[src/hw/rtl/swd_pkg.sv]
package swd_pkg;

    localparam int TIME_BITS_DEF = 48;

    localparam int CMD_W      = 3;
    localparam int TIMEOUT_W  = 32;
    localparam int SCALE_W    = 16;
    localparam int PAUSE_W    = 16;
    localparam int SCALED_W   = TIMEOUT_W + SCALE_W;
    // scaled timeout is Q.8; full threshold drops 8 fraction bits
    localparam int THR_W      = SCALED_W - 8;
    localparam int CFG_IDX_W  = 1;
    localparam int CFG_DATA_W = TIMEOUT_W;

    localparam logic [TIMEOUT_W-1:0] TIMEOUT_RST = 32'd30000000;
    localparam logic [SCALE_W-1:0]   SCALE_RST   = 16'd256;
    localparam logic [SCALED_W-1:0]  SCALED_RST  =
        SCALED_W'(TIMEOUT_RST) * SCALED_W'(SCALE_RST);
    localparam logic [TIMEOUT_W-1:0] NEED_RST    = TIMEOUT_RST / 2 + TIMEOUT_RST % 2;

    typedef enum logic [CMD_W-1:0] {
        CMD_START  = 3'd0,
        CMD_KICK   = 3'd1,
        CMD_CHECK  = 3'd2,
        CMD_PAUSE  = 3'd3,
        CMD_RESUME = 3'd4,
        CMD_QUERY  = 3'd5
    } t_cmd;

    typedef enum logic [CFG_IDX_W-1:0] {
        REG_TIMEOUT = 1'b0,
        REG_SCALE   = 1'b1
    } t_reg;

    typedef struct packed {
        logic [THR_W-1:0]     thr_half;
        logic [THR_W-1:0]     thr_full;
        logic [TIMEOUT_W-1:0] need_half;
    } t_thresh;

endpackage

[src/hw/rtl/swd_if.sv]
interface swd_evt_if import swd_pkg::*; #(
    parameter int TIME_BITS = TIME_BITS_DEF
) ();
    logic                 valid;
    logic                 ready;
    logic [CMD_W-1:0]     cmd;
    logic [TIME_BITS-1:0] now;

    modport source (output valid, cmd, now, input ready);
    modport sink   (input valid, cmd, now, output ready);
endinterface

interface swd_res_if import swd_pkg::*; ();
    logic               valid;
    logic               ready;
    logic               fired;
    logic               expired;
    logic               stalled_half;
    logic [PAUSE_W-1:0] pause_before;

    modport source (output valid, fired, expired, stalled_half, pause_before, input ready);
    modport sink   (input valid, fired, expired, stalled_half, pause_before, output ready);
endinterface

[src/hw/rtl/stall_watchdog_with_gap_compensation.sv]
// An accepted request goes through the input register and then the result register.
// Throughput: 1 request per cycle unless stalled; the single update stage reads and writes
// the watchdog state in the same cycle, so back-to-back requests see each other's effects.
// Reset (synchronous, active low): kick/check times, saved gap and pause count cleared,
// timeout 30000000 ticks, speed scale 1.0; both request stages empty.
module stall_watchdog_with_gap_compensation import swd_pkg::*; #(
    parameter int TIME_BITS = TIME_BITS_DEF
) (
    input  logic                  i_clk,
    input  logic                  i_rst_n,
    input  logic                  i_cfg_we,
    input  logic [CFG_IDX_W-1:0]  i_cfg_idx,
    input  logic [CFG_DATA_W-1:0] i_cfg_data,
    swd_evt_if.sink               i_evt,
    swd_res_if.source             o_res
);

    t_thresh thr;

    swd_cfg u_cfg (
        .i_clk      (i_clk),
        .i_rst_n    (i_rst_n),
        .i_cfg_we   (i_cfg_we),
        .i_cfg_idx  (i_cfg_idx),
        .i_cfg_data (i_cfg_data),
        .o_thr      (thr)
    );

    swd_core #(
        .TIME_BITS (TIME_BITS)
    ) u_core (
        .i_clk          (i_clk),
        .i_rst_n        (i_rst_n),
        .i_thr          (thr),
        .i_in_valid     (i_evt.valid),
        .o_in_ready     (i_evt.ready),
        .i_cmd          (i_evt.cmd),
        .i_now          (i_evt.now),
        .o_out_valid    (o_res.valid),
        .i_out_ready    (o_res.ready),
        .o_fired        (o_res.fired),
        .o_expired      (o_res.expired),
        .o_stalled_half (o_res.stalled_half),
        .o_pause_before (o_res.pause_before)
    );

endmodule

[src/hw/rtl/swd_cfg.sv]
module swd_cfg import swd_pkg::*; (
    input  logic                  i_clk,
    input  logic                  i_rst_n,
    input  logic                  i_cfg_we,
    input  logic [CFG_IDX_W-1:0]  i_cfg_idx,
    input  logic [CFG_DATA_W-1:0] i_cfg_data,
    output t_thresh               o_thr
);

    logic [TIMEOUT_W-1:0] r_timeout, n_timeout;
    logic [SCALE_W-1:0]   r_scale, n_scale;
    logic [SCALED_W-1:0]  r_scaled;
    logic [TIMEOUT_W-1:0] r_need;
    logic [TIMEOUT_W:0]   need_sum;

    always_comb begin
        n_timeout = r_timeout;
        n_scale   = r_scale;
        if (i_cfg_we) begin
            unique case (t_reg'(i_cfg_idx))
                REG_TIMEOUT: n_timeout = i_cfg_data[TIMEOUT_W-1:0];
                REG_SCALE:   n_scale   = i_cfg_data[SCALE_W-1:0];
                default:     ;
            endcase
        end
    end

    // ceil(timeout / 2)
    assign need_sum = {1'b0, n_timeout} + (TIMEOUT_W+1)'(1);

    // derived thresholds follow the registers with no extra lag
    always_ff @(posedge i_clk) begin
        if (!i_rst_n) begin
            r_timeout <= TIMEOUT_RST;
            r_scale   <= SCALE_RST;
            r_scaled  <= SCALED_RST;
            r_need    <= NEED_RST;
        end else begin
            r_timeout <= n_timeout;
            r_scale   <= n_scale;
            r_scaled  <= SCALED_W'(n_timeout) * SCALED_W'(n_scale);
            r_need    <= need_sum[TIMEOUT_W:1];
        end
    end

    assign o_thr.thr_full  = r_scaled[SCALED_W-1:8];
    assign o_thr.thr_half  = THR_W'(r_scaled[SCALED_W-1:9]);
    assign o_thr.need_half = r_need;

endmodule

[src/hw/rtl/swd_core.sv]
module swd_core import swd_pkg::*; #(
    parameter int TIME_BITS = TIME_BITS_DEF
) (
    input  logic                 i_clk,
    input  logic                 i_rst_n,
    input  t_thresh              i_thr,
    input  logic                 i_in_valid,
    output logic                 o_in_ready,
    input  logic [CMD_W-1:0]     i_cmd,
    input  logic [TIME_BITS-1:0] i_now,
    output logic                 o_out_valid,
    input  logic                 i_out_ready,
    output logic                 o_fired,
    output logic                 o_expired,
    output logic                 o_stalled_half,
    output logic [PAUSE_W-1:0]   o_pause_before
);

    localparam int CMP_W = (TIME_BITS > THR_W) ? TIME_BITS : THR_W;

    logic                 r_in_valid;
    logic [CMD_W-1:0]     r_cmd;
    logic [TIME_BITS-1:0] r_now;

    logic                 r_out_valid;
    logic                 r_fired, n_fired;
    logic                 r_expired, n_expired;
    logic                 r_half, n_half;
    logic [PAUSE_W-1:0]   r_before, n_before;

    logic [TIME_BITS-1:0] r_last_kick, n_last_kick;
    logic [TIME_BITS-1:0] r_last_check, n_last_check;
    logic [TIME_BITS-1:0] r_gap, n_gap;
    logic [PAUSE_W-1:0]   r_pause, n_pause;

    logic                 advance;
    logic                 in_take;

    logic                 kick_ok;
    logic [TIME_BITS-1:0] span_check;
    logic [TIME_BITS-1:0] span_pulse;
    logic [TIME_BITS:0]   gap_sum;
    logic [TIME_BITS-1:0] total;
    logic [TIME_BITS-1:0] remain;
    logic                 stall;

    assign advance    = r_in_valid && (!r_out_valid || i_out_ready);
    assign o_in_ready = !r_in_valid || advance;
    assign in_take    = i_in_valid && o_in_ready;

    assign kick_ok    = r_now >= r_last_kick;
    assign span_check = (r_now >= r_last_check) ? (r_now - r_last_check) : '0;
    assign span_pulse = kick_ok ? (r_now - r_last_kick) : '0;

    // saturating gap + interval; same sum serves the new saved gap
    assign gap_sum = {1'b0, span_check} + {1'b0, r_gap};
    assign total   = gap_sum[TIME_BITS] ? '1 : gap_sum[TIME_BITS-1:0];
    assign remain  = span_pulse - total;
    assign stall   = (span_pulse > total) && (CMP_W'(remain) > CMP_W'(i_thr.thr_full));

    always_comb begin
        n_last_kick  = r_last_kick;
        n_last_check = r_last_check;
        n_gap        = r_gap;
        n_pause      = r_pause;
        n_fired      = 1'b0;
        n_expired    = 1'b0;
        n_half       = 1'b0;
        n_before     = '0;
        unique case (t_cmd'(r_cmd))
            CMD_START: begin
                n_last_kick  = r_now;
                n_last_check = r_now;
                n_gap        = '0;
            end
            CMD_KICK: begin
                n_last_kick = r_now;
                n_gap       = '0;
            end
            CMD_CHECK: begin
                n_last_check = r_now;
                if (CMP_W'(span_check) > CMP_W'(i_thr.thr_half)) begin
                    n_gap = total;
                end
                if (stall) begin
                    n_expired   = 1'b1;
                    n_fired     = (r_pause == '0);
                    n_last_kick = r_now;
                    n_gap       = '0;
                end
            end
            CMD_PAUSE: begin
                if (r_pause != '1) begin
                    n_pause = r_pause + PAUSE_W'(1);
                end
            end
            CMD_RESUME: begin
                n_before = r_pause;
                if (r_pause != '0) begin
                    n_pause = r_pause - PAUSE_W'(1);
                end
            end
            CMD_QUERY: begin
                n_half = kick_ok &&
                    (CMP_W'(span_pulse) >= CMP_W'(i_thr.need_half));
            end
            default: ;
        endcase
    end

    always_ff @(posedge i_clk) begin
        if (!i_rst_n) begin
            r_in_valid   <= 1'b0;
            r_out_valid  <= 1'b0;
            r_last_kick  <= '0;
            r_last_check <= '0;
            r_gap        <= '0;
            r_pause      <= '0;
        end else begin
            if (in_take) begin
                r_in_valid <= 1'b1;
            end else if (advance) begin
                r_in_valid <= 1'b0;
            end
            if (advance) begin
                r_out_valid  <= 1'b1;
                r_last_kick  <= n_last_kick;
                r_last_check <= n_last_check;
                r_gap        <= n_gap;
                r_pause      <= n_pause;
            end else if (i_out_ready) begin
                r_out_valid <= 1'b0;
            end
        end
    end

    always_ff @(posedge i_clk) begin
        if (in_take) begin
            r_cmd <= i_cmd;
            r_now <= i_now;
        end
        if (advance) begin
            r_fired   <= n_fired;
            r_expired <= n_expired;
            r_half    <= n_half;
            r_before  <= n_before;
        end
    end

    assign o_out_valid    = r_out_valid;
    assign o_fired        = r_fired;
    assign o_expired      = r_expired;
    assign o_stalled_half = r_half;
    assign o_pause_before = r_before;

endmodule

[src/flat_wrapper.sv]
// flat-port wrapper written by rule: the top's interface ports become plain ports
module stall_watchdog_with_gap_compensation_flat import swd_pkg::*;
#(
    parameter int TIME_BITS = TIME_BITS_DEF
)
  (i_clk, i_rst_n, i_cfg_we, i_cfg_idx, i_cfg_data, i_evt_valid, i_evt_cmd, i_evt_now, i_evt_ready, o_res_valid, o_res_fired, o_res_expired, o_res_stalled_half, o_res_pause_before, o_res_ready);
  swd_evt_if #(.TIME_BITS(TIME_BITS)) i_evt_i ();
  swd_res_if o_res_i ();
  input  logic i_clk;
  input  logic i_rst_n;
  input  logic i_cfg_we;
  input  logic [CFG_IDX_W-1:0] i_cfg_idx;
  input  logic [CFG_DATA_W-1:0] i_cfg_data;
  input wire logic [$bits(i_evt_i.valid)-1:0] i_evt_valid;
  input wire logic [$bits(i_evt_i.cmd)-1:0] i_evt_cmd;
  input wire logic [$bits(i_evt_i.now)-1:0] i_evt_now;
  output wire logic [$bits(i_evt_i.ready)-1:0] i_evt_ready;
  output wire logic [$bits(o_res_i.valid)-1:0] o_res_valid;
  output wire logic [$bits(o_res_i.fired)-1:0] o_res_fired;
  output wire logic [$bits(o_res_i.expired)-1:0] o_res_expired;
  output wire logic [$bits(o_res_i.stalled_half)-1:0] o_res_stalled_half;
  output wire logic [$bits(o_res_i.pause_before)-1:0] o_res_pause_before;
  input wire logic [$bits(o_res_i.ready)-1:0] o_res_ready;
  assign i_evt_i.valid = i_evt_valid;
  assign i_evt_i.cmd = i_evt_cmd;
  assign i_evt_i.now = i_evt_now;
  assign i_evt_ready = i_evt_i.ready;
  assign o_res_valid = o_res_i.valid;
  assign o_res_fired = o_res_i.fired;
  assign o_res_expired = o_res_i.expired;
  assign o_res_stalled_half = o_res_i.stalled_half;
  assign o_res_pause_before = o_res_i.pause_before;
  assign o_res_i.ready = o_res_ready;
  stall_watchdog_with_gap_compensation #(.TIME_BITS(TIME_BITS)) u_core (.i_clk(i_clk), .i_rst_n(i_rst_n), .i_cfg_we(i_cfg_we), .i_cfg_idx(i_cfg_idx), .i_cfg_data(i_cfg_data), .i_evt(i_evt_i), .o_res(o_res_i));
endmodule
[config.mk]
export PLATFORM = sky130hd
export DESIGN_NAME = stall_watchdog_with_gap_compensation_flat
export DESIGN_NICKNAME = d
export VERILOG_FILES = /design/src/hw/rtl/swd_pkg.sv /design/src/hw/rtl/swd_if.sv /design/src/hw/rtl/stall_watchdog_with_gap_compensation.sv /design/src/hw/rtl/swd_cfg.sv /design/src/hw/rtl/swd_core.sv /design/src/flat_wrapper.sv
export SDC_FILE = /design/constraint.sdc
export NUM_CORES = 2
export LEC_CHECK = 0
export ABC_AREA = 1
export BUFFER_PORTS_ARGS = -buffer_cell sky130_fd_sc_hd__buf_2
export CELL_PAD_IN_SITES_DETAIL_PLACEMENT = 1
export CELL_PAD_IN_SITES_GLOBAL_PLACEMENT = 2
export CORE_UTILIZATION = 38
export CTS_CLUSTER_DIAMETER = 100
export DETAILED_ROUTE_END_ITERATION = 6
export GPL_TIMING_DRIVEN = 1
export PLACE_DENSITY = 0.89
export SYNTH_ARGS = -nofsm -noshare
export SYNTH_HDL_FRONTEND = slang
export SYNTH_HIERARCHICAL = 1
export SYNTH_SLANG_ARGS = --single-unit
[constraint.sdc]
create_clock -name i_clk -period 10.8 [get_ports i_clk]
set_input_delay 2.16 -clock i_clk [delete_from_list [all_inputs] [get_ports i_clk]]
set_output_delay 2.16 -clock i_clk [all_outputs]
set_load 0.02 [all_outputs]
Yosys cells after proc, flatten, opt, wreduce, memory -nomap -nowiden. Cells that the tools add are included.

$add $sub $neg: 7. $mul: 1. Order comparisons: 6. Equality and inequality tests: 10. Mux-type cells: 20. Reductions and logical operators: 22.

Operators with widths (count): 48-bit two-way mux (6); 48-bit case mux with 2 select lines (2); 48-bit subtractor (3); 48-bit >= comparator (2); 16-bit two-way mux (4); 32-bit two-way mux (2); 48-bit by 48-bit adder with 49-bit output (1); 48-bit by 32-bit >= comparator with 1-bit output (1); 48-bit by 39-bit > comparator with 1-bit output (1); 48-bit by 40-bit > comparator with 1-bit output (1); 48-bit > comparator (1); 32-bit by 16-bit multiplier with 48-bit output (1); 32-bit by 1-bit adder with 33-bit output, second input constant (1); 16-bit case mux with 2 select lines (1); 16-bit by 1-bit adder with 16-bit output, second input constant (1); 16-bit logical NOT (1); 16-bit inequality test, second input constant (1); 16-bit nonzero test (1); 16-bit by 1-bit subtractor with 16-bit output, second input constant (1); 2-bit nonzero test (4); 3-bit by 2-bit == test with 1-bit output, second input constant (2); 3-bit == test, second input constant (2); 2-bit inequality test, second input constant (3); 3-bit AND reduction (2); 10 further kinds (21).

Register bits: 360. Bits of input ports: 89. Output and inout port bits: 21.

Logic depth before layout (Yosys ltp).
Depth after elaboration: 9. Gate-level depth with buffers: 63. Mapped depth without buffers: 60.

Cells and area by module. The synthesis kept the hierarchy.

By module, submodules not included: swd_core (times used 1, cells an instance 4154, area each 25852.3 µm², sequential area each 5345.1 µm²); swd_cfg (times used 1, cells an instance 2704, area each 20921.3 µm², sequential area each 2402.3 µm²).

Worst setup path after synthesis. Ideal clock, no wire load.

Kind: input-to-reg. Start: input port i_cfg_we. End: register u_core.u_cfg.r_scaled[37]. Library setup time: 70 ps. Arrival: 8264 ps. Required time: 10730 ps. Setup slack: 2466 ps. Stages: 30. Path buffers: 4. Path through: buf_4 > nand2_1 > clkbuf_1 > o21ai_0 > inv_1 > clkbuf_1 > buf_1 > nand2_1 > fa_1 > inv_1 > fa_1 > inv_1 > fa_1 > inv_1 > fa_1 > fa_1 > inv_1 > fa_1 > inv_1 > ha_1 > nand2_1 > nor2_1 > inv_1 > nor2_1 > inv_1 > nor4_1 > a21oi_1 > o21ai_0 > o21ai_0 > a21oi_1.

Longest elaborated chain between the ends: 2. Elaborated cells on any way between the ends: 3. Those cells by class: mul (1); mux (2).

RTL lines: from (decl) (RTL line flat_wrapper.sv:11) `input logic i_cfg_we;`; 32-bit two-way mux or 16-bit two-way mux (tied branches) (RTL line swd_cfg.sv:19) `if (i_cfg_we) begin`; 32-bit by 16-bit multiplier with 48-bit output * (RTL line swd_cfg.sv:41) `r_scaled <= SCALED_W'(n_timeout) * SCALED_W'(n_scale);`; to (signal assigned) (RTL line swd_cfg.sv:41); to (decl) (RTL line swd_cfg.sv:12) `logic [SCALED_W-1:0] r_scaled;`.

Mark *: on every way between the ends. The rest lies on a longest branch, timed or not. A chain may end at the register's enable or synchronous reset.

Worst setup path after layout.
Start: register u_core.u_core.r_now[12]. End: register u_core.u_core.r_gap[27].

Longest elaborated chain between the ends: 9. Elaborated cells on any way between the ends: 18. Those cells by class: add/sub (4); order compare (5); eq/ne (1); mux (6); reduce/logical (2).

RTL lines: from (decl) (RTL line swd_core.sv:23) `logic [TIME_BITS-1:0] r_now;`; from (signal assigned) (RTL line swd_core.sv:140) `r_now <= i_now;`; 48-bit subtractor or 48-bit >= comparator (tied branches) (RTL line swd_core.sv:52) `assign span_check = (r_now >= r_last_check) ? (r_now - r_last_check) : '0;`; 48-bit two-way mux (RTL line swd_core.sv:52); 48-bit by 48-bit adder with 49-bit output (RTL line swd_core.sv:56) `assign gap_sum = {1'b0, span_check} + {1'b0, r_gap};`; 48-bit two-way mux (RTL line swd_core.sv:57) `assign total = gap_sum[TIME_BITS] ? '1 : gap_sum[TIME_BITS-1:0];`; 48-bit subtractor (RTL line swd_core.sv:58) `assign remain = span_pulse - total;`; 48-bit by 40-bit > comparator with 1-bit output (RTL line swd_core.sv:59) `assign stall = (span_pulse > total) && (CMP_W'(remain) > CMP_W'(i_thr.thr_full));`; 1-bit logical AND (RTL line swd_core.sv:59); 3-bit inequality test (no source line) or 48-bit two-way mux (tied branches); 3-bit AND reduction (no source line) or 48-bit case mux with 2 select lines (tied branches); to (signal assigned) (RTL line swd_core.sv:129) `r_gap <= n_gap;`; to (decl) (RTL line swd_core.sv:33) `logic [TIME_BITS-1:0] r_gap, n_gap;`.

Parallel ways exist; a longest one is shown, timed or not. The select of a mux whose other input is x is not followed.

==> flow_summary.toml <==
[final_layout]
nFillCells = 15790
area_growth_pct = 9.437
drive_gt1_frac = 0.06186
layout.nets = 7888
fin_util = 0.4200

[sta]
slew_headroom = 0.1479
worst_clock_skew_ps = 88.09
setup_tns_ps = 0
slew_viol_final = 0
hold_violations = 0
rsz0062_at_grt = "false"
setup_viol = 0
fmax_mhz = 98.85
min_period_ps = 10120
tightestPinTransition_ps = 1278
fin_crit_sh = 0.9367
holdWs_ps = 458.6

[synthesis]
ys_ff_latch = 352
ys_top_cells_by_area = "fa_1, dfxtp_1, ha_1"
yosys_warnings = 6
ys_types = 59
synth_edf_count = 70
syn_inst = 6858
synthArstFlopShare = 0
syn-cell-area_um2 = 46770
synth.most_common_cell = "nand2_1"
synth_top_area_frac = 0.1806
seq_area_frac_synth = 0.1656
syn_nets = 7805
syn_avg_cell_area_um2 = 6.820
netlist.top_cell.by_area = "fa_1"
ys.flop_type = "dfxtp_1"
yosys-top-cells-count = "nand2_1, inv_1, nor2_1"

[worst_setup_path]
critical_path_required_ps = 11310
reg2reg_from = "u_core/u_core/r_now[12]$_DFFE_PP_"
arrival_ps = 10630
endpoint_kind = "flop"
critPathMaxStageDelay_ps = 910
crit_path_start_kind = "flop"
slowest_stage = "buf_4"
worst-path-max-fanout = 95
cp_common_cell = "nand2_1"
reg2reg_setup_slack_ps = 680
critical_path_class = "reg -> reg"
worstReg2RegEnd = "u_core/u_core/r_gap[27]$_SDFFE_PN0P_"
r2r_cells = 53

[cts]
cts_hold_buffers = 0
cts_inserted_buffers = 51
cts_tree = "yes"
ctsResizeCount = 0
postCtsSetupRepairBufs = 0
clk_path_buf_depth = 3
clock-sinks = 352
cts_root_buf = "clkbuf_16"
cts_max_level = 2
path_clk_slew_ps = 60
insertion_delay_ps = 700

[detailed_routing]
drtAntennaViolNets = 0
first_pass_iters = 6
drcViolationCount = 0
viasPerCell = 5.372
wl_per_cell_um = 22.77
drt-total-wl_um = 196100
drt_iter0_markers = 2967
dr_total_vias = 46270

[floorplanning]
die_y_um = 352.8
initial_core_util = 0.3838
core_um2 = 121900
ioPinCount = 110
die_w_um = 352.8
dieArea_um2 = 124500
core.rowCount = 128

[placed_design]
place_congestion = 0.9848
port_buffers = 109
hpwl_um = 164000

[global_route]
grtUsageTotal = 0.3114
antenna_found_initial = 8
grt_overflow = 0
grt_pass1_vias = 48940
grt_max_degree = 96
grt_pass1_wl_um = 296300

[min_path]
min_path_type = "reg -> reg"
hold_depth = 2
hold_start = "u_core/u_core/r_last_kick[9]$_SDFFE_PN0P_"
hold_path_end = "u_core/u_core/r_last_kick[9]$_SDFFE_PN0P_"

[job]
max_cap_viol_count = 0

[run_status]
status = "complete, no violations"

[pwr]
pwr_density_cell_nw_per_um2 = 353.2
ir_worst_vdd_uv = 331.3
p_leak_nw = 24.82
total_power_mw = 18.08
sequential cells by signal, indices dropped and copies added, names as in the netlist, 3 cells and up:
signal                        cells
u_core/u_cfg/r_need              32
u_core/u_core/r_cmd               3
u_core/u_core/o_pause_before     16
u_core/u_core/r_last_check       48
u_core/u_core/r_pause            16
u_core/u_core/r_gap              48
u_core/u_core/r_last_kick        48
u_core/u_cfg/r_scaled            40
u_core/u_core/r_now              48
u_core/u_cfg/r_timeout           32
u_core/u_cfg/r_scale             16
stage by stage:
| step | std cells | setup WS (ps) | area (um^2) |
|---|---|---|---|
| 2_1_floorplan | 6858 | 2466 | 46770 |
| 3_3_place_gp | 8513 | 1040 | 49380 |
| 3_5_place_dp | 8513 | 954.9 | 49380 |
| 4_1_cts | 8609 | 910.6 | 51180 |
| 5_1_grt | 8612 | 187.4 | 51190 |
| 6_report | 8613 | 683.8 | 51190 |
area by class of cell:
cell class,instances,area [um^2],share of cell area
multi-input cells,5020,33180,0.6483
flip-flops and latches,352,7747,0.1514
inverters,1269,4766,0.09310
well taps,1625,2033,0.03972
repair buffers,247,1650,0.03224
clock buffers,68,1415,0.02765
clock inverters,28,382.9,0.007480
diodes,4,10.01,0.0001955
power breakdown:
part	leakage (nW)	switching, mW	internal, mW	total [mW]
Combinational	21.0	9.89	4.72	14.6
Sequential	2.99	0.137	1.53	1.66
Clock	0.871	0.756	1.06	1.81
Total	24.8	10.8	7.30	18.1
worst max-delay path by stage:
stage                                            from                              endpoint  slack, ps  depth (start not counted)
global route         u_core/u_core/r_now[0]$_DFFE_PP_  u_core/u_core/r_gap[26]$_SDFFE_PN0P_        190                         59
floorplan                                    i_cfg_we  u_core/u_cfg/r_scaled[37]$_SDFF_PN0_       2470                         30
global placement                            i_cfg_idx  u_core/u_cfg/r_scaled[38]$_SDFF_PN0_       1040                         26
detailed placement                          i_cfg_idx  u_core/u_cfg/r_scaled[38]$_SDFF_PN0_        950                         26
CTS                 u_core/u_core/r_now[12]$_DFFE_PP_  u_core/u_core/r_gap[27]$_SDFFE_PN0P_        910                         53
finish              u_core/u_core/r_now[12]$_DFFE_PP_  u_core/u_core/r_gap[27]$_SDFFE_PN0P_        680                         53
cells by family after synthesis:
logic type	synth area share
AO/OA/AOI/OAI	0.1306
XOR/XNOR	0.02472
adder cells (fa/ha/maj)	0.2972
buffers and inverters	0.1259
flip-flops	0.1656
other	0.00008017
AND/OR/NAND/NOR	0.2558
placed cells by master, fill, tap and decap left out, drive strengths merged, types with 2 or more instances in the layout:
cell type     n
nand2      1459
inv        1261
nor2        948
a21oi       593
ha          436
fa          422
o21ai       370
dfxtp       282
nand3       256
buf         247
xor2         79
edfxtp       70
clkbuf       68
nor3         66
nand4        60
xnor2        53
nand3b       51
a31oi        36
a21o         32
o21a         30
o21bai       30
clkinv       28
or2          23
nor4         23
a21boi       12
a211oi        9
o211ai        9
and3          7
bufinv        5
diode         4
o31ai         4
clkinvlp      3
and2          2
a221oi        2
critical path, delay by kind of cell (launching register included):
kind / cells / cell delay, ps
AOI/OAI and AO/OA: 10 / 2390
and+or+nand+nor: 30 / 3380
adders and majority gates: 5 / 1900
buffers and inverters: 7 / 1540
xor gates and xnor gates: 1 / 70
DFF: 1 / 600
per-layer routing:
layer  share of wire  up-vias  global-route usage  wire length, um
met4           0.050        2              0.1400             9739
met5        0.000046        -                   0                9
li1                -    21710                   -                -
met2            0.47     1232              0.5273            92240
met3           0.047      345             0.03075             9270
met1            0.43    22990              0.4003            84810
(Power assumes the default switching activity.)
